## src/rtl/wac_pkg.sv

```systemverilog
// Package with the shared constants, types and helper functions of the wheel angle conditioner.
`timescale 1ns / 1ps
package wac_pkg;

   localparam int ANGLE_FRAC_BITS_DEF = 16;
   localparam int COEF_FRAC_BITS_DEF  = 30;

   localparam longint Q30_B      = 64'sd21564350;
   localparam longint Q30_A0_MAG = 64'sd688645970;
   localparam longint Q30_A1     = 64'sd1676130396;

   localparam int PERCENT_BASE = 100;
   localparam int JUMP_DEGREES = 5;

   // floor(x / 100) is (x * PCT_RECIP) >> PCT_RECIP_SH for x below 2^32, and
   // (x * PCT_FRAC_RECIP) >> PCT_FRAC_SH for x below 43690.
   localparam longint PCT_RECIP      = 64'sd1374389535;
   localparam int     PCT_RECIP_SH   = 37;
   localparam int     PCT_FRAC_RECIP = 41944;
   localparam int     PCT_FRAC_SH    = 22;

   localparam int CSR_IDX_W  = 3;
   localparam int CSR_DATA_W = 32;

   typedef enum logic [CSR_IDX_W-1:0] {
      CSR_APPLY_ZERO    = 3'd0,
      CSR_ZERO_POSITION = 3'd1,
      CSR_COUNTS_PER_DEG = 3'd2,
      CSR_INVERT_SENSOR = 3'd3,
      CSR_ANGLE_OFFSET  = 3'd4,
      CSR_ACK_PERCENT   = 3'd5,
      CSR_ACK_ABOVE     = 3'd6
   } wac_csr_type;

   typedef struct packed {
      logic load_in;
      logic raw_take;
      logic inv;
      logic off;
      logic mul_rcp;
      logic quo_take;
      logic mul_pct;
      logic frac_take;
      logic pct_take;
      logic mul_b;
      logic mul_a0;
      logic mul_a1;
      logic acc_clr;
      logic acc_add;
      logic round;
      logic commit;
   } wac_cmd_type;

   typedef struct packed {
      logic div_busy;
   } wac_status_type;

   // Saturates a wide signed value to 32 bits.
   function automatic logic signed [31:0] sat32(input logic signed [67:0] v);
      logic signed [67:0] max_v;
      logic signed [67:0] min_v;
      max_v = 68'sh0_0000_0000_7FFF_FFFF;
      min_v = -68'sh0_0000_0000_8000_0000;
      if (v > max_v) begin
         sat32 = 32'sh7FFF_FFFF;
      end else if (v < min_v) begin
         sat32 = 32'sh8000_0000;
      end else begin
         sat32 = v[31:0];
      end
   endfunction

endpackage

```

## src/rtl/wac_if.sv

```systemverilog
// Valid/ready channel interfaces for the sensor word and the result word.
`timescale 1ns / 1ps
interface wac_req_if;
   logic               valid;
   logic               ready;
   logic signed [15:0] raw_counts;
   logic               supply_pin_low;
   modport source (output valid, output raw_counts, output supply_pin_low, input ready);
   modport sink   (input valid, input raw_counts, input supply_pin_low, output ready);
endinterface

interface wac_rsp_if;
   logic               valid;
   logic               ready;
   logic signed [31:0] raw_angle;
   logic signed [31:0] filtered_angle;
   logic               plausibility_error;
   logic               plausibility_event;
   logic               supply_error;
   logic               supply_event;
   modport source (output valid, output raw_angle, output filtered_angle,
                   output plausibility_error, output plausibility_event,
                   output supply_error, output supply_event, input ready);
   modport sink   (input valid, input raw_angle, input filtered_angle,
                   input plausibility_error, input plausibility_event,
                   input supply_error, input supply_event, output ready);
endinterface

```

## src/rtl/wac_ctrl.sv

```systemverilog
// Controller state machine that sequences the divider, multiplier and filter steps.
`timescale 1ns / 1ps
module wac_ctrl (
   input  logic                    clock,
   input  logic                    reset,
   input  logic                    req_valid,
   output logic                    req_ready,
   output logic                    rsp_valid,
   input  logic                    rsp_ready,
   input  wac_pkg::wac_status_type status,
   output wac_pkg::wac_cmd_type    cmd
);
   import wac_pkg::*;

   typedef enum logic [15:0] {
      ST_IDLE = 16'b0000000000000001,
      ST_DIV  = 16'b0000000000000010,
      ST_RAW  = 16'b0000000000000100,
      ST_INV  = 16'b0000000000001000,
      ST_OFF  = 16'b0000000000010000,
      ST_RCP  = 16'b0000000000100000,
      ST_QUO  = 16'b0000000001000000,
      ST_PMUL = 16'b0000000010000000,
      ST_FRAC = 16'b0000000100000000,
      ST_PCT  = 16'b0000001000000000,
      ST_MB   = 16'b0000010000000000,
      ST_MA0  = 16'b0000100000000000,
      ST_MA1  = 16'b0001000000000000,
      ST_MACC = 16'b0010000000000000,
      ST_RND  = 16'b0100000000000000,
      ST_FIN  = 16'b1000000000000000
   } wac_state_type;

   wac_state_type state_ff, state_in;
   logic          rsp_valid_ff, rsp_valid_in;

   assign req_ready = (state_ff == ST_IDLE);
   assign rsp_valid = rsp_valid_ff;

   always_comb begin
      state_in     = state_ff;
      cmd          = '0;
      rsp_valid_in = rsp_valid_ff && !rsp_ready;
      case (state_ff)
         ST_IDLE: begin
            if (req_valid) begin
               cmd.load_in = 1'b1;
               state_in    = ST_DIV;
            end
         end
         ST_DIV: begin
            if (!status.div_busy) begin
               state_in = ST_RAW;
            end
         end
         ST_RAW: begin
            cmd.raw_take = 1'b1;
            state_in     = ST_INV;
         end
         ST_INV: begin
            cmd.inv  = 1'b1;
            state_in = ST_OFF;
         end
         ST_OFF: begin
            cmd.off  = 1'b1;
            state_in = ST_RCP;
         end
         ST_RCP: begin
            cmd.mul_rcp = 1'b1;
            state_in    = ST_QUO;
         end
         ST_QUO: begin
            cmd.quo_take = 1'b1;
            state_in     = ST_PMUL;
         end
         ST_PMUL: begin
            cmd.mul_pct = 1'b1;
            state_in    = ST_FRAC;
         end
         ST_FRAC: begin
            cmd.frac_take = 1'b1;
            state_in      = ST_PCT;
         end
         ST_PCT: begin
            cmd.pct_take = 1'b1;
            state_in     = ST_MB;
         end
         ST_MB: begin
            cmd.mul_b = 1'b1;
            state_in  = ST_MA0;
         end
         ST_MA0: begin
            cmd.mul_a0  = 1'b1;
            cmd.acc_clr = 1'b1;
            state_in    = ST_MA1;
         end
         ST_MA1: begin
            cmd.mul_a1  = 1'b1;
            cmd.acc_add = 1'b1;
            state_in    = ST_MACC;
         end
         ST_MACC: begin
            cmd.acc_add = 1'b1;
            state_in    = ST_RND;
         end
         ST_RND: begin
            cmd.round = 1'b1;
            state_in  = ST_FIN;
         end
         ST_FIN: begin
            if (!rsp_valid_ff || rsp_ready) begin
               cmd.commit   = 1'b1;
               rsp_valid_in = 1'b1;
               state_in     = ST_IDLE;
            end
         end
         default: begin
            state_in = ST_IDLE;
         end
      endcase
   end

   always_ff @(posedge clock) begin
      if (reset) begin
         state_ff     <= ST_IDLE;
         rsp_valid_ff <= 1'b0;
      end else begin
         state_ff     <= state_in;
         rsp_valid_ff <= rsp_valid_in;
      end
   end

endmodule

```

## src/rtl/wac_datapath.sv

```systemverilog
// Datapath with the configuration registers, divider, shared multiplier and filter state.
`timescale 1ns / 1ps
module wac_datapath #(
   parameter int ANGLE_FRAC_BITS = wac_pkg::ANGLE_FRAC_BITS_DEF,
   parameter int COEF_FRAC_BITS  = wac_pkg::COEF_FRAC_BITS_DEF
) (
   input  logic                            clock,
   input  logic                            reset,
   input  logic                            csr_we,
   input  logic [wac_pkg::CSR_IDX_W-1:0]   csr_index,
   input  logic [wac_pkg::CSR_DATA_W-1:0]  csr_wdata,
   input  logic signed [15:0]              in_raw_counts,
   input  logic                            in_supply_pin_low,
   input  wac_pkg::wac_cmd_type            cmd,
   output wac_pkg::wac_status_type         status,
   output logic signed [31:0]              out_raw_angle,
   output logic signed [31:0]              out_filtered_angle,
   output logic                            out_plaus_error,
   output logic                            out_plaus_event,
   output logic                            out_supply_error,
   output logic                            out_supply_event
);
   import wac_pkg::*;

   localparam int     DIV_W    = 25 + ANGLE_FRAC_BITS;
   localparam int     CNT_W    = $clog2(DIV_W + 1);
   localparam int     SH       = 8 + ANGLE_FRAC_BITS;
   localparam int     MW       = 33;
   localparam int     PW       = 2 * MW;
   localparam int     AW       = 68;
   localparam int     CSH      = 30 - COEF_FRAC_BITS;
   localparam longint CoefRnd  = (64'sd1 << CSH) >>> 1;
   localparam longint CoefB    = (Q30_B + CoefRnd) >>> CSH;
   localparam longint CoefA0   = -((Q30_A0_MAG + CoefRnd) >>> CSH);
   localparam longint CoefA1   = (Q30_A1 + CoefRnd) >>> CSH;
   localparam longint JumpLim  = longint'(JUMP_DEGREES) << ANGLE_FRAC_BITS;
   localparam longint RndHalf  = 64'sd1 << (COEF_FRAC_BITS - 1);

   // Configuration registers.
   logic               apply_zero_ff;
   logic signed [15:0] zero_pos_ff;
   logic [15:0]        cpd_ff;
   logic               invert_ff;
   logic signed [31:0] offset_ff;
   logic [7:0]         pct_ff;
   logic               ack_above_ff;

   // Working registers.
   logic               pin_low_ff;
   logic [DIV_W-1:0]   div_q_ff, div_q_in;
   logic [16:0]        div_rem_ff, div_rem_in;
   logic [15:0]        div_dvs_ff, div_dvs_in;
   logic [CNT_W-1:0]   div_cnt_ff, div_cnt_in;
   logic               div_neg_ff, div_neg_in;
   logic signed [31:0] raw_ff;
   logic signed [31:0] a_ff;
   logic signed [PW-1:0] prod_ff;
   logic signed [AW-1:0] acc_ff;
   logic signed [31:0] n_ff;
   logic [24:0]        qa_ff;
   logic [6:0]         ra_ff;
   logic [14:0]        rp_ff;
   logic [7:0]         frac_ff;

   // Filter and flag state.
   logic signed [31:0] older_ff;
   logic signed [31:0] newer_ff;
   logic signed [31:0] last_ff;
   logic               jump_flag_ff;
   logic               supply_flag_ff;

   // Result register.
   logic signed [31:0] o_raw_ff, o_filt_ff;
   logic               o_perr_ff, o_pevt_ff, o_serr_ff, o_sevt_ff;

   logic signed [16:0] diff;
   logic [16:0]        diff_mag;
   logic [16:0]        rem_sh;
   logic               rem_ge;
   logic signed [31:0] quot;
   logic signed [MW-1:0] mul_x, mul_y;
   logic signed [AW-1:0] rnd;
   logic signed [AW-1:0] y_sum;
   logic signed [31:0] y;
   logic signed [33:0] jump;
   logic [33:0]        jump_mag;
   logic               jump_big;
   logic               scale_sel;
   logic [32:0]        a_mag;
   logic [24:0]        qa;
   logic [6:0]         ra;
   logic [30:0]        frac_prod;
   logic [32:0]        pct_sum;
   logic signed [AW-1:0] pct_pos;
   logic signed [AW-1:0] pct_val;

   assign status.div_busy = (div_cnt_ff != '0);

   always_ff @(posedge clock) begin
      if (reset) begin
         apply_zero_ff <= 1'b1;
         zero_pos_ff   <= '0;
         cpd_ff        <= 16'd256;
         invert_ff     <= 1'b0;
         offset_ff     <= '0;
         pct_ff        <= 8'(PERCENT_BASE);
         ack_above_ff  <= 1'b1;
      end else if (csr_we) begin
         case (wac_csr_type'(csr_index))
            CSR_APPLY_ZERO:     apply_zero_ff <= csr_wdata[0];
            CSR_ZERO_POSITION:  zero_pos_ff   <= csr_wdata[15:0];
            CSR_COUNTS_PER_DEG: cpd_ff        <= csr_wdata[15:0];
            CSR_INVERT_SENSOR:  invert_ff     <= csr_wdata[0];
            CSR_ANGLE_OFFSET:   offset_ff     <= csr_wdata[31:0];
            CSR_ACK_PERCENT:    pct_ff        <= csr_wdata[7:0];
            CSR_ACK_ABOVE:      ack_above_ff  <= csr_wdata[0];
            default: ;
         endcase
      end
   end

   always_comb begin
      diff     = 17'(in_raw_counts) - (apply_zero_ff ? 17'(zero_pos_ff) : 17'sd0);
      diff_mag = diff[16] ? 17'(-diff) : 17'(diff);
      rem_sh   = {div_rem_ff[15:0], div_q_ff[DIV_W-1]};
      rem_ge   = (rem_sh >= {1'b0, div_dvs_ff});

      div_q_in   = div_q_ff;
      div_rem_in = div_rem_ff;
      div_dvs_in = div_dvs_ff;
      div_cnt_in = div_cnt_ff;
      div_neg_in = div_neg_ff;
      if (cmd.load_in) begin
         div_q_in   = DIV_W'(diff_mag) << SH;
         div_rem_in = '0;
         div_dvs_in = (cpd_ff == '0) ? 16'd1 : cpd_ff;
         div_cnt_in = CNT_W'(DIV_W);
         div_neg_in = diff[16];
      end else if (div_cnt_ff != '0) begin
         div_q_in   = {div_q_ff[DIV_W-2:0], rem_ge};
         div_rem_in = rem_ge ? rem_sh - {1'b0, div_dvs_ff} : rem_sh;
         div_cnt_in = div_cnt_ff - CNT_W'(1);
      end
   end

   always_comb begin
      if (div_neg_ff) begin
         quot = (div_q_ff >= (DIV_W'(1) << 31)) ? 32'sh8000_0000 : -32'(div_q_ff);
      end else begin
         quot = (div_q_ff >= (DIV_W'(1) << 31)) ? 32'sh7FFF_FFFF : 32'(div_q_ff);
      end
   end

   // The percentage is split as |a| = 100 * qa + ra, so that
   // |a| * pct / 100 = qa * pct + (ra * pct) / 100 needs no wide reciprocal.
   always_comb begin
      a_mag     = a_ff[31] ? 33'(-(33'(a_ff))) : 33'(a_ff);
      qa        = prod_ff[PCT_RECIP_SH+24:PCT_RECIP_SH];
      ra        = 7'(a_mag - 33'(qa) * 33'(PERCENT_BASE));
      frac_prod = 31'(rp_ff) * 31'(PCT_FRAC_RECIP);
      pct_sum   = prod_ff[32:0] + 33'(frac_ff);
      pct_pos   = AW'({1'b0, pct_sum});
      pct_val   = a_ff[31] ? -pct_pos : pct_pos;
   end

   always_comb begin
      mul_x = MW'(a_ff);
      mul_y = MW'(CoefB);
      if (cmd.mul_rcp) begin
         mul_x = MW'(a_mag);
         mul_y = MW'(PCT_RECIP);
      end else if (cmd.mul_pct) begin
         mul_x = MW'(qa_ff);
         mul_y = MW'(pct_ff);
      end else if (cmd.mul_a0) begin
         mul_x = MW'(older_ff);
         mul_y = MW'(CoefA0);
      end else if (cmd.mul_a1) begin
         mul_x = MW'(newer_ff);
         mul_y = MW'(CoefA1);
      end
   end

   always_comb begin
      scale_sel = ((a_ff > 0) && ack_above_ff) || ((a_ff < 0) && !ack_above_ff);
      rnd       = (acc_ff + AW'(RndHalf)) >>> COEF_FRAC_BITS;
      y_sum     = AW'(older_ff) + AW'(n_ff) + (AW'(newer_ff) <<< 1);
      y         = sat32(y_sum);
      jump      = 34'(last_ff) - 34'(a_ff);
      jump_mag  = jump[33] ? 34'(-jump) : 34'(jump);
      jump_big  = (jump_mag > 34'(JumpLim));
   end

   always_ff @(posedge clock) begin
      if (reset) begin
         div_cnt_ff     <= '0;
         older_ff       <= '0;
         newer_ff       <= '0;
         last_ff        <= '0;
         jump_flag_ff   <= 1'b1;
         supply_flag_ff <= 1'b0;
      end else begin
         div_cnt_ff <= div_cnt_in;
         if (cmd.commit) begin
            older_ff       <= newer_ff;
            newer_ff       <= n_ff;
            last_ff        <= y;
            jump_flag_ff   <= jump_big;
            supply_flag_ff <= pin_low_ff;
         end
      end
   end

   always_ff @(posedge clock) begin
      div_q_ff   <= div_q_in;
      div_rem_ff <= div_rem_in;
      div_dvs_ff <= div_dvs_in;
      div_neg_ff <= div_neg_in;
      if (cmd.load_in) begin
         pin_low_ff <= in_supply_pin_low;
      end
      if (cmd.raw_take) begin
         raw_ff <= quot;
      end
      if (cmd.inv) begin
         a_ff <= invert_ff ? sat32(-AW'(raw_ff)) : raw_ff;
      end else if (cmd.off) begin
         a_ff <= sat32(AW'(a_ff) - AW'(offset_ff));
      end else if (cmd.pct_take && scale_sel) begin
         a_ff <= sat32(pct_val);
      end
      if (cmd.quo_take) begin
         qa_ff <= qa;
         ra_ff <= ra;
      end
      if (cmd.mul_pct) begin
         rp_ff <= 15'(ra_ff) * 15'(pct_ff);
      end
      if (cmd.frac_take) begin
         frac_ff <= 8'(frac_prod >> PCT_FRAC_SH);
      end
      if (cmd.mul_rcp || cmd.mul_pct || cmd.mul_b || cmd.mul_a0 || cmd.mul_a1) begin
         prod_ff <= mul_x * mul_y;
      end
      if (cmd.acc_clr) begin
         acc_ff <= AW'(prod_ff);
      end else if (cmd.acc_add) begin
         acc_ff <= acc_ff + AW'(prod_ff);
      end
      if (cmd.round) begin
         n_ff <= sat32(rnd);
      end
      if (cmd.commit) begin
         o_raw_ff  <= raw_ff;
         o_filt_ff <= y;
         o_perr_ff <= jump_big;
         o_pevt_ff <= jump_big && !jump_flag_ff;
         o_serr_ff <= pin_low_ff;
         o_sevt_ff <= pin_low_ff && !supply_flag_ff;
      end
   end

   assign out_raw_angle      = o_raw_ff;
   assign out_filtered_angle = o_filt_ff;
   assign out_plaus_error    = o_perr_ff;
   assign out_plaus_event    = o_pevt_ff;
   assign out_supply_error   = o_serr_ff;
   assign out_supply_event   = o_sevt_ff;

endmodule

```

## src/rtl/wheel_angle_conditioner_core.sv

```systemverilog
// Top level of the wheel angle conditioner: controller, datapath and channel ports.
`timescale 1ns / 1ps
// Takes one sensor word at a time and returns one result word per sensor word. Angles are
// in Q15.16 format at the default ANGLE_FRAC_BITS, and the next sensor word can be accepted
// as soon as the previous result word is presented. Most of the time of a word is spent in
// the one-bit-a-cycle divider for the count-to-degree scaling; the Ackermann percentage uses
// reciprocal multiplication in a few steps, followed by three passes through the shared
// multiplier for the filter. A finished word waits in the output register while the next
// sensor word is accepted; it only holds up the block when the next word is done.
module wheel_angle_conditioner_core #(
   parameter int ANGLE_FRAC_BITS = wac_pkg::ANGLE_FRAC_BITS_DEF,
   parameter int COEF_FRAC_BITS  = wac_pkg::COEF_FRAC_BITS_DEF
) (
   input  logic                           clock,
   input  logic                           reset,
   wac_req_if.sink                        req_chan,
   wac_rsp_if.source                      rsp_chan,
   input  logic                           csr_we,
   input  logic [wac_pkg::CSR_IDX_W-1:0]  csr_index,
   input  logic [wac_pkg::CSR_DATA_W-1:0] csr_wdata
);
   import wac_pkg::*;

   wac_cmd_type    cmd;
   wac_status_type status;

   wac_ctrl u_ctrl (
      .clock     (clock),
      .reset     (reset),
      .req_valid (req_chan.valid),
      .req_ready (req_chan.ready),
      .rsp_valid (rsp_chan.valid),
      .rsp_ready (rsp_chan.ready),
      .status    (status),
      .cmd       (cmd)
   );

   wac_datapath #(
      .ANGLE_FRAC_BITS (ANGLE_FRAC_BITS),
      .COEF_FRAC_BITS  (COEF_FRAC_BITS)
   ) u_datapath (
      .clock              (clock),
      .reset              (reset),
      .csr_we             (csr_we),
      .csr_index          (csr_index),
      .csr_wdata          (csr_wdata),
      .in_raw_counts      (req_chan.raw_counts),
      .in_supply_pin_low  (req_chan.supply_pin_low),
      .cmd                (cmd),
      .status             (status),
      .out_raw_angle      (rsp_chan.raw_angle),
      .out_filtered_angle (rsp_chan.filtered_angle),
      .out_plaus_error    (rsp_chan.plausibility_error),
      .out_plaus_event    (rsp_chan.plausibility_event),
      .out_supply_error   (rsp_chan.supply_error),
      .out_supply_event   (rsp_chan.supply_event)
   );

endmodule

```

## src/flat_wrapper.sv

```systemverilog
// flat-port wrapper written by rule: the top's interface ports become plain ports
module wheel_angle_conditioner_core_flat import wac_pkg::*;
#(
   parameter int ANGLE_FRAC_BITS = wac_pkg::ANGLE_FRAC_BITS_DEF,
   parameter int COEF_FRAC_BITS  = wac_pkg::COEF_FRAC_BITS_DEF
)
  (clock, reset, csr_we, csr_index, csr_wdata, req_chan_valid, req_chan_raw_counts, req_chan_supply_pin_low, req_chan_ready, rsp_chan_valid, rsp_chan_raw_angle, rsp_chan_filtered_angle, rsp_chan_plausibility_error, rsp_chan_plausibility_event, rsp_chan_supply_error, rsp_chan_supply_event, rsp_chan_ready);
  wac_req_if req_chan_i ();
  wac_rsp_if rsp_chan_i ();
  input  logic clock;
  input  logic reset;
  input  logic csr_we;
  input  logic [wac_pkg::CSR_IDX_W-1:0] csr_index;
  input  logic [wac_pkg::CSR_DATA_W-1:0] csr_wdata;
  input wire logic [$bits(req_chan_i.valid)-1:0] req_chan_valid;
  input wire logic [$bits(req_chan_i.raw_counts)-1:0] req_chan_raw_counts;
  input wire logic [$bits(req_chan_i.supply_pin_low)-1:0] req_chan_supply_pin_low;
  output wire logic [$bits(req_chan_i.ready)-1:0] req_chan_ready;
  output wire logic [$bits(rsp_chan_i.valid)-1:0] rsp_chan_valid;
  output wire logic [$bits(rsp_chan_i.raw_angle)-1:0] rsp_chan_raw_angle;
  output wire logic [$bits(rsp_chan_i.filtered_angle)-1:0] rsp_chan_filtered_angle;
  output wire logic [$bits(rsp_chan_i.plausibility_error)-1:0] rsp_chan_plausibility_error;
  output wire logic [$bits(rsp_chan_i.plausibility_event)-1:0] rsp_chan_plausibility_event;
  output wire logic [$bits(rsp_chan_i.supply_error)-1:0] rsp_chan_supply_error;
  output wire logic [$bits(rsp_chan_i.supply_event)-1:0] rsp_chan_supply_event;
  input wire logic [$bits(rsp_chan_i.ready)-1:0] rsp_chan_ready;
  assign req_chan_i.valid = req_chan_valid;
  assign req_chan_i.raw_counts = req_chan_raw_counts;
  assign req_chan_i.supply_pin_low = req_chan_supply_pin_low;
  assign req_chan_ready = req_chan_i.ready;
  assign rsp_chan_valid = rsp_chan_i.valid;
  assign rsp_chan_raw_angle = rsp_chan_i.raw_angle;
  assign rsp_chan_filtered_angle = rsp_chan_i.filtered_angle;
  assign rsp_chan_plausibility_error = rsp_chan_i.plausibility_error;
  assign rsp_chan_plausibility_event = rsp_chan_i.plausibility_event;
  assign rsp_chan_supply_error = rsp_chan_i.supply_error;
  assign rsp_chan_supply_event = rsp_chan_i.supply_event;
  assign rsp_chan_i.ready = rsp_chan_ready;
  wheel_angle_conditioner_core #(.ANGLE_FRAC_BITS(ANGLE_FRAC_BITS), .COEF_FRAC_BITS(COEF_FRAC_BITS)) u_core (.clock(clock), .reset(reset), .req_chan(req_chan_i), .rsp_chan(rsp_chan_i), .csr_we(csr_we), .csr_index(csr_index), .csr_wdata(csr_wdata));
endmodule
```

## config.mk

```make
export PLATFORM = sky130hd
export DESIGN_NAME = wheel_angle_conditioner_core_flat
export DESIGN_NICKNAME = d
export VERILOG_FILES = /design/src/rtl/wac_pkg.sv /design/src/rtl/wac_if.sv /design/src/rtl/wac_ctrl.sv /design/src/rtl/wac_datapath.sv /design/src/rtl/wheel_angle_conditioner_core.sv /design/src/flat_wrapper.sv
export SDC_FILE = /design/constraint.sdc
export NUM_CORES = 2
export LEC_CHECK = 0
export ABC_AREA = 1
export BUFFER_PORTS_ARGS = -buffer_cell sky130_fd_sc_hd__buf_2
export CORE_ASPECT_RATIO = 0.6
export CORE_UTILIZATION = 28
export DETAILED_ROUTE_END_ITERATION = 8
export SYNTH_ARGS = -nofsm -noshare
export SYNTH_HDL_FRONTEND = slang
export SYNTH_SLANG_ARGS = --single-unit
export TNS_END_PERCENT = 100
```

## constraint.sdc

```tcl
create_clock -name clock -period 9.29 [get_ports clock]
set_input_delay 1.3935 -clock clock [delete_from_list [all_inputs] [get_ports clock]]
set_output_delay 1.3935 -clock clock [all_outputs]
set_load 0.01 [all_outputs]
```

[Word level (Yosys, flattened, before mapping)]
Index checks and enable logic that the tools add are counted.
Operators by class
  add/sub/neg operators: 17
  multiply operators: 4
  $lt $le $gt $ge: 15
  equality and inequality tests: 25
  muxes and demuxes: 59
  reduce and logical (&&, ||, !) cells: 33
Operators by type and width (count)
  two-way mux 32 bit: 16
  two-way mux 33 bit: 8
  one-hot mux 16 bit (16 select lines): 1
  two-way mux 68 bit: 3
  > comparator 68 x 32 -> 1 bit (second input constant): 2
  < comparator 68 x 32 -> 1 bit (second input constant): 2
  two-way mux 41 bit: 2
  adder 68 x 31 -> 68 bit (second input constant): 1
  adder 68 x 66 -> 68 bit: 1
  negator 32 -> 68 bit: 1
  negator 33 -> 68 bit: 1
  multiplier 33 x 33 -> 66 bit: 1
  subtractor 32 x 32 -> 33 bit: 2
  two-way mux 16 bit: 4
  >= comparator 41 x 32 -> 1 bit (second input constant): 1
  > comparator 38 x 32 -> 1 bit (second input constant): 1
  < comparator 38 x 32 -> 1 bit (second input constant): 1
  adder 33 x 33 -> 34 bit: 1
  > comparator 34 x 19 -> 1 bit (second input constant): 1
  > comparator 34 x 32 -> 1 bit (second input constant): 1
  < comparator 34 x 32 -> 1 bit (second input constant): 1
  two-way mux 17 bit: 2
  two-way mux 34 bit: 1
  negator 33 -> 34 bit: 1
  other kinds (51): 97
Word-level totals
  bits in registers: 624
  input bits: 57
  output and inout bits: 70

[Depth between registers and ports, before layout]
  depth after elaboration: 9
  depth in mapped cells: 48
  depth with buffers taken out: 46

[Cells and area by module]
From an unflattened synthesis, not the netlist that was laid out.
Second synthesis, totals
  cell total of the unflattened synthesis: 10897
  area total of the unflattened synthesis: 85982.5 µm²
Modules (own cells, without submodules)
  wac_datapath: times used 1, cells each 10733, area an instance 84868.9 µm²
  wac_ctrl: times used 1, cells each 164, area an instance 1113.6 µm²

[Least setup slack after synthesis]
Ideal clock, no wire load.
  path kind: register to register
  start point: register u_core.u_ctrl.state_ff[2]
  end point: register u_core.u_datapath.prod_ff[65] (data pin)
  data arrival time: 9.092 ns
  required time: 9.038 ns
  path slack: -0.054 ns
  stages on the path, launching flop included: 39
  path buffers: 0
  cells stage by stage: dfxtp_1 nor2_1 inv_1 nor2_1 inv_2 nor2_4 inv_2 nor2_2 nand2_2 inv_2 nor2_1 inv_2 nor2_1 nor3_1 nor2_1 inv_1 nor2_1 fa_1 (+3 left out) fa_1 fa_1 fa_1 fa_1 fa_1 inv_1 fa_1 inv_1 ha_1 nand2_1 nand2_1 a31oi_1 o21ai_0 a21oi_1 nand3_1 a311oi_1 or2_2 nand2_1
On the way
  cells in the longest elaborated chain, start to end: 7
  elaborated cells between the ends (all ways): 17
  those cells by class: 1 x mul; 4 x eq/ne; 12 x mux
Ends and longest elaborated chain
  start, declared: RTL line wac_ctrl.sv:34  | wac_state_type state_ff, state_in;
  start signal, assigned: RTL line wac_ctrl.sv:128  | state_ff <= state_in;
  equality test 16 x 13 -> 1 bit: RTL line wac_ctrl.sv:44  | case (state_ff)
  two-way mux 1 bit: RTL line wac_ctrl.sv:44
  two-way mux 33 bit or two-way mux 31 bit (tied branches): RTL line wac_datapath.sv:178  | end else if (cmd.mul_a1) begin
  two-way mux 33 bit: RTL line wac_datapath.sv:175  | end else if (cmd.mul_a0) begin
  two-way mux 33 bit: RTL line wac_datapath.sv:172  | end else if (cmd.mul_pct) begin
  two-way mux 33 bit: RTL line wac_datapath.sv:169  | if (cmd.mul_rcp) begin
  multiplier 33 x 33 -> 66 bit *: RTL line wac_datapath.sv:243  | prod_ff <= mul_x * mul_y;
  end signal, assigned: RTL line wac_datapath.sv:243
  end, declared: RTL line wac_datapath.sv:57  | logic signed [PW-1:0] prod_ff;
Every way passes the cells marked *; elsewhere a longest branch is shown, timed or not.
A chain may end at the register's enable or synchronous reset.

[Worst setup path after layout]
  start point: register u_core.u_ctrl.state_ff[3]
  end point: register u_core.u_datapath.prod_ff[50] (data pin)
Same word-level chain as after synthesis.

==> results_dict.tcl <==
set metrics [dict create \
    status "finished, violations left" \
    violations "negative setup slack" \
    synth_seq_cells 624 \
    netlist_instances 10800 \
    crit_type "flip-flop to flip-flop" \
    ff_latch_area_um2 16400 \
    relSlewSlack 0.184 \
    reg2reg_slack_ns -0.09 \
    hold_end "u_core.u_datapath.div_dvs_ff[6]" \
    yosysWarnings 0 \
    post-route-period-util 1.01 \
    drt_pass1_iterations 6 \
    fin_skew_ns 0.0802 \
    setup_viol 3 \
    htreeDepth 2 \
    grt_pass1_vias 73700 \
    timing.rr.end "u_core.u_datapath.prod_ff[50]" \
    crit_path_top_delay_cell "o21ai_1" \
    clk_latency_ns 0.77 \
    worstReg2RegStart "u_core.u_ctrl.state_ff[3]" \
    ys_async_sr_fraction 0 \
    initial_core_util 0.283 \
    coreArea_um2 303000 \
    p_per_area_nw_per_um2 135 \
    root_buffer "clkbuf_16" \
    power.total_w 0.0144 \
    grt_use_total 0.240 \
    grt_start_max_net_pins 97 \
    die_area_um2 309000 \
    tns_ns -0.144 \
    cts_sinks 624 \
    io_buffers 126 \
    rr_worst_depth 40 \
    synth_flop_cell "edfxtp_1" \
    dpl_cell_area_um2 100000 \
    multi_input_area_um2 61900 \
    drv_cap 0 \
    holdPathStages 0 \
    drc 0 \
    synth_area_per_cell_um2 7.95 \
    ir_worst_vdd_uv 251 \
    pre_cts_slack_ns -0.934 \
    pin_count 127 \
    grt_pass1_wl_um 533000 \
    area_growth_syn_to_layout_pct 24.9 \
    crit_fanout 10 \
    fill_cells 31600 \
    cp.required_ns 9.77 \
    fp.dieH_um 431 \
    wl_um 374000 \
    critPathLaunchType "flip-flop" \
    post_drt_wl_per_cell_um 23.2 \
    hp-start "u_core.u_datapath.cpd_ff[6]" \
    synth.cells.most_frequent "inv_1 (2577), nand2_1 (1994), fa_1 (1209)" \
    routabilityCongestion 1.07 \
    yosys-top-cells-area "fa_1 (28%), edfxtp_1 (14%), inv_1 (11%), ha_1 (9.3%), nand2_1 (8.7%)" \
    first_iter_violations 8939 \
    rsz0062_at_grt "yes" \
    fin_crit_ns 9.38 \
    yosysMostFrequentCell "inv_1" \
    dp_hpwl_um 324000 \
    min_path_type "flip-flop to flip-flop" \
    cts_hold_buf 0 \
    max_freq_ghz 0.107 \
    cts_inserted_buffers 60 \
    cts_tree "built" \
    stdcell_area_um2 107000 \
    cts_buffer_depth 3 \
    layout.nets 13900 \
    grt_overflow_total 0 \
    cp-end-kind "flip-flop" \
    synth_area_um2 85800 \
    clk_pin_slew_worst_paths_ns 0.08 \
    die_width_um 717 \
    drive_gt1_frac 0.202 \
    drv_slew 0 \
    p_leak_nw 52.9 \
    synth_top_area_share 0.282 \
    synth_cell_types 70 \
    setup_ws_ns -0.0917 \
    worst_pin_slew_ns 1.22 \
    critPathArrivalTime_ns 9.86 \
    viasPerCell 4.85 \
    hold_viol_final 0 \
    synth_edf_count 388 \
    ys_seq_area_frac 0.191 \
    route.vias.total 78200 \
    cpMostUsedCell "buf_4" \
    yosys.area.top_type "fa_1" \
    ant_nets 0 \
    antenna_found_initial 48 \
    fp-row-count 156 \
    max_stage_delay_ns 0.62 \
    critPathLaunch "u_core.u_ctrl.state_ff[3]" \
]
## worst max path at each step
stage	slack, ns	end	depth (start not counted)
6_report	-0.09	u_core.u_datapath.prod_ff[50]	40
5_1_grt	-0.33	u_core.u_datapath.prod_ff[50]	48
4_1_cts	-0.10	u_core.u_datapath.prod_ff[63]	41
3_5_place_dp	-0.93	u_core.u_datapath.prod_ff[63]	40
3_3_place_gp	-0.91	u_core.u_datapath.prod_ff[50]	38
2_1_floorplan	0.19	u_core.u_datapath.prod_ff[61]	47
## power breakdown
part,internal (W),switching [W]
sequential,0.00339,0.000185
combinational,0.00352,0.00458
clock,0.00146,0.00131
total,0.00836,0.00607
## what timing repair did
action / 4_1_cts / 5_1_grt
gates resized for setup: 367 / 655
setup buffers: 45 / 78
endpoints found under the setup margin: 43 / 47
pin swaps: 155 / 271
## sequential cells by signal (all words and copies together) (netlist names), 7 cells and up
signal and count:
u_core.u_ctrl.state_ff 16, u_core.u_datapath.a_ff 32, u_core.u_datapath.acc_ff 68, u_core.u_datapath.cpd_ff 16, u_core.u_datapath.div_dvs_ff 16, u_core.u_datapath.div_q_ff 41
u_core.u_datapath.div_rem_ff 16, u_core.u_datapath.frac_ff 8, u_core.u_datapath.last_ff 32, u_core.u_datapath.n_ff 32, u_core.u_datapath.newer_ff 32, u_core.u_datapath.offset_ff 32
u_core.u_datapath.older_ff 32, u_core.u_datapath.out_filtered_angle 32, u_core.u_datapath.out_raw_angle 32, u_core.u_datapath.pct_ff 8, u_core.u_datapath.prod_ff 66, u_core.u_datapath.qa_ff 25
u_core.u_datapath.ra_ff 7, u_core.u_datapath.raw_ff 32, u_core.u_datapath.rp_ff 15, u_core.u_datapath.zero_pos_ff 16
## layout by cell type (no fill, tap or decap), types with 236 or more instances in the layout
master	n
a21oi_1	473
inv_1	2456
nand2_1	1891
nand3_1	368
edfxtp_1	388
dfxtp_1	236
buf_4	1158
ha_1	593
fa_1	1048
nor2_1	753
o21ai_0	459
## cells by family (layout without fill, tap and decap cells)
logic type      count (synthesis)  count (layout)  share of synthesized area
compound gates               1418            1418                     0.0929
xor+xnor                      347             347                     0.0359
fa+ha+maj                    1845            1845                      0.375
buf+inv                      2887            4166                      0.127
flops                         624             624                      0.191
other cells                     2              35                  0.0000875
simple gates                 3671            3671                      0.178
## worst max-delay path, delay by kind of cell (launching register included)
kind            cells  cell delay, ns
compound gates      7            1.48
flops               1            0.35
xor+xnor            1            0.14
fa+ha+maj           9            4.49
simple gates        6            0.40
buf+inv            17            2.20
## stage by stage
| stage | instances | hold slack, ns | utilization |
|---|---|---|---|
| after floorplan | 10800 | 0.426 | - |
| after global placement | 15900 | 0.415 | 0.331 |
| after detailed placement | 15900 | 0.419 | 0.331 |
| after CTS | 16000 | 0.436 | 0.343 |
| after global routing | 16100 | 0.445 | 0.353 |
| final | 16100 | 0.435 | 0.354 |
## final cells by class
cell class	count	area share
Clock buffer	73	0.0157
Clock inverter	40	0.00436
Antenna cell	30	0.000701
Inverter	2611	0.0917
Sequential cell	624	0.153
Timing Repair Buffer	1442	0.110
Tap cell	4029	0.0470
Multi-Input combinational cell	7286	0.578
## routing by layer
metal,GRT usage,share of wire,vias up
met5,0.0146,0.0046,-
met4,0.0303,0.015,80
met3,0.176,0.19,378
met2,0.257,0.31,3960
met1,0.364,0.47,37900
li1,-,-,35900
Power figures use the tool's default switching activity.
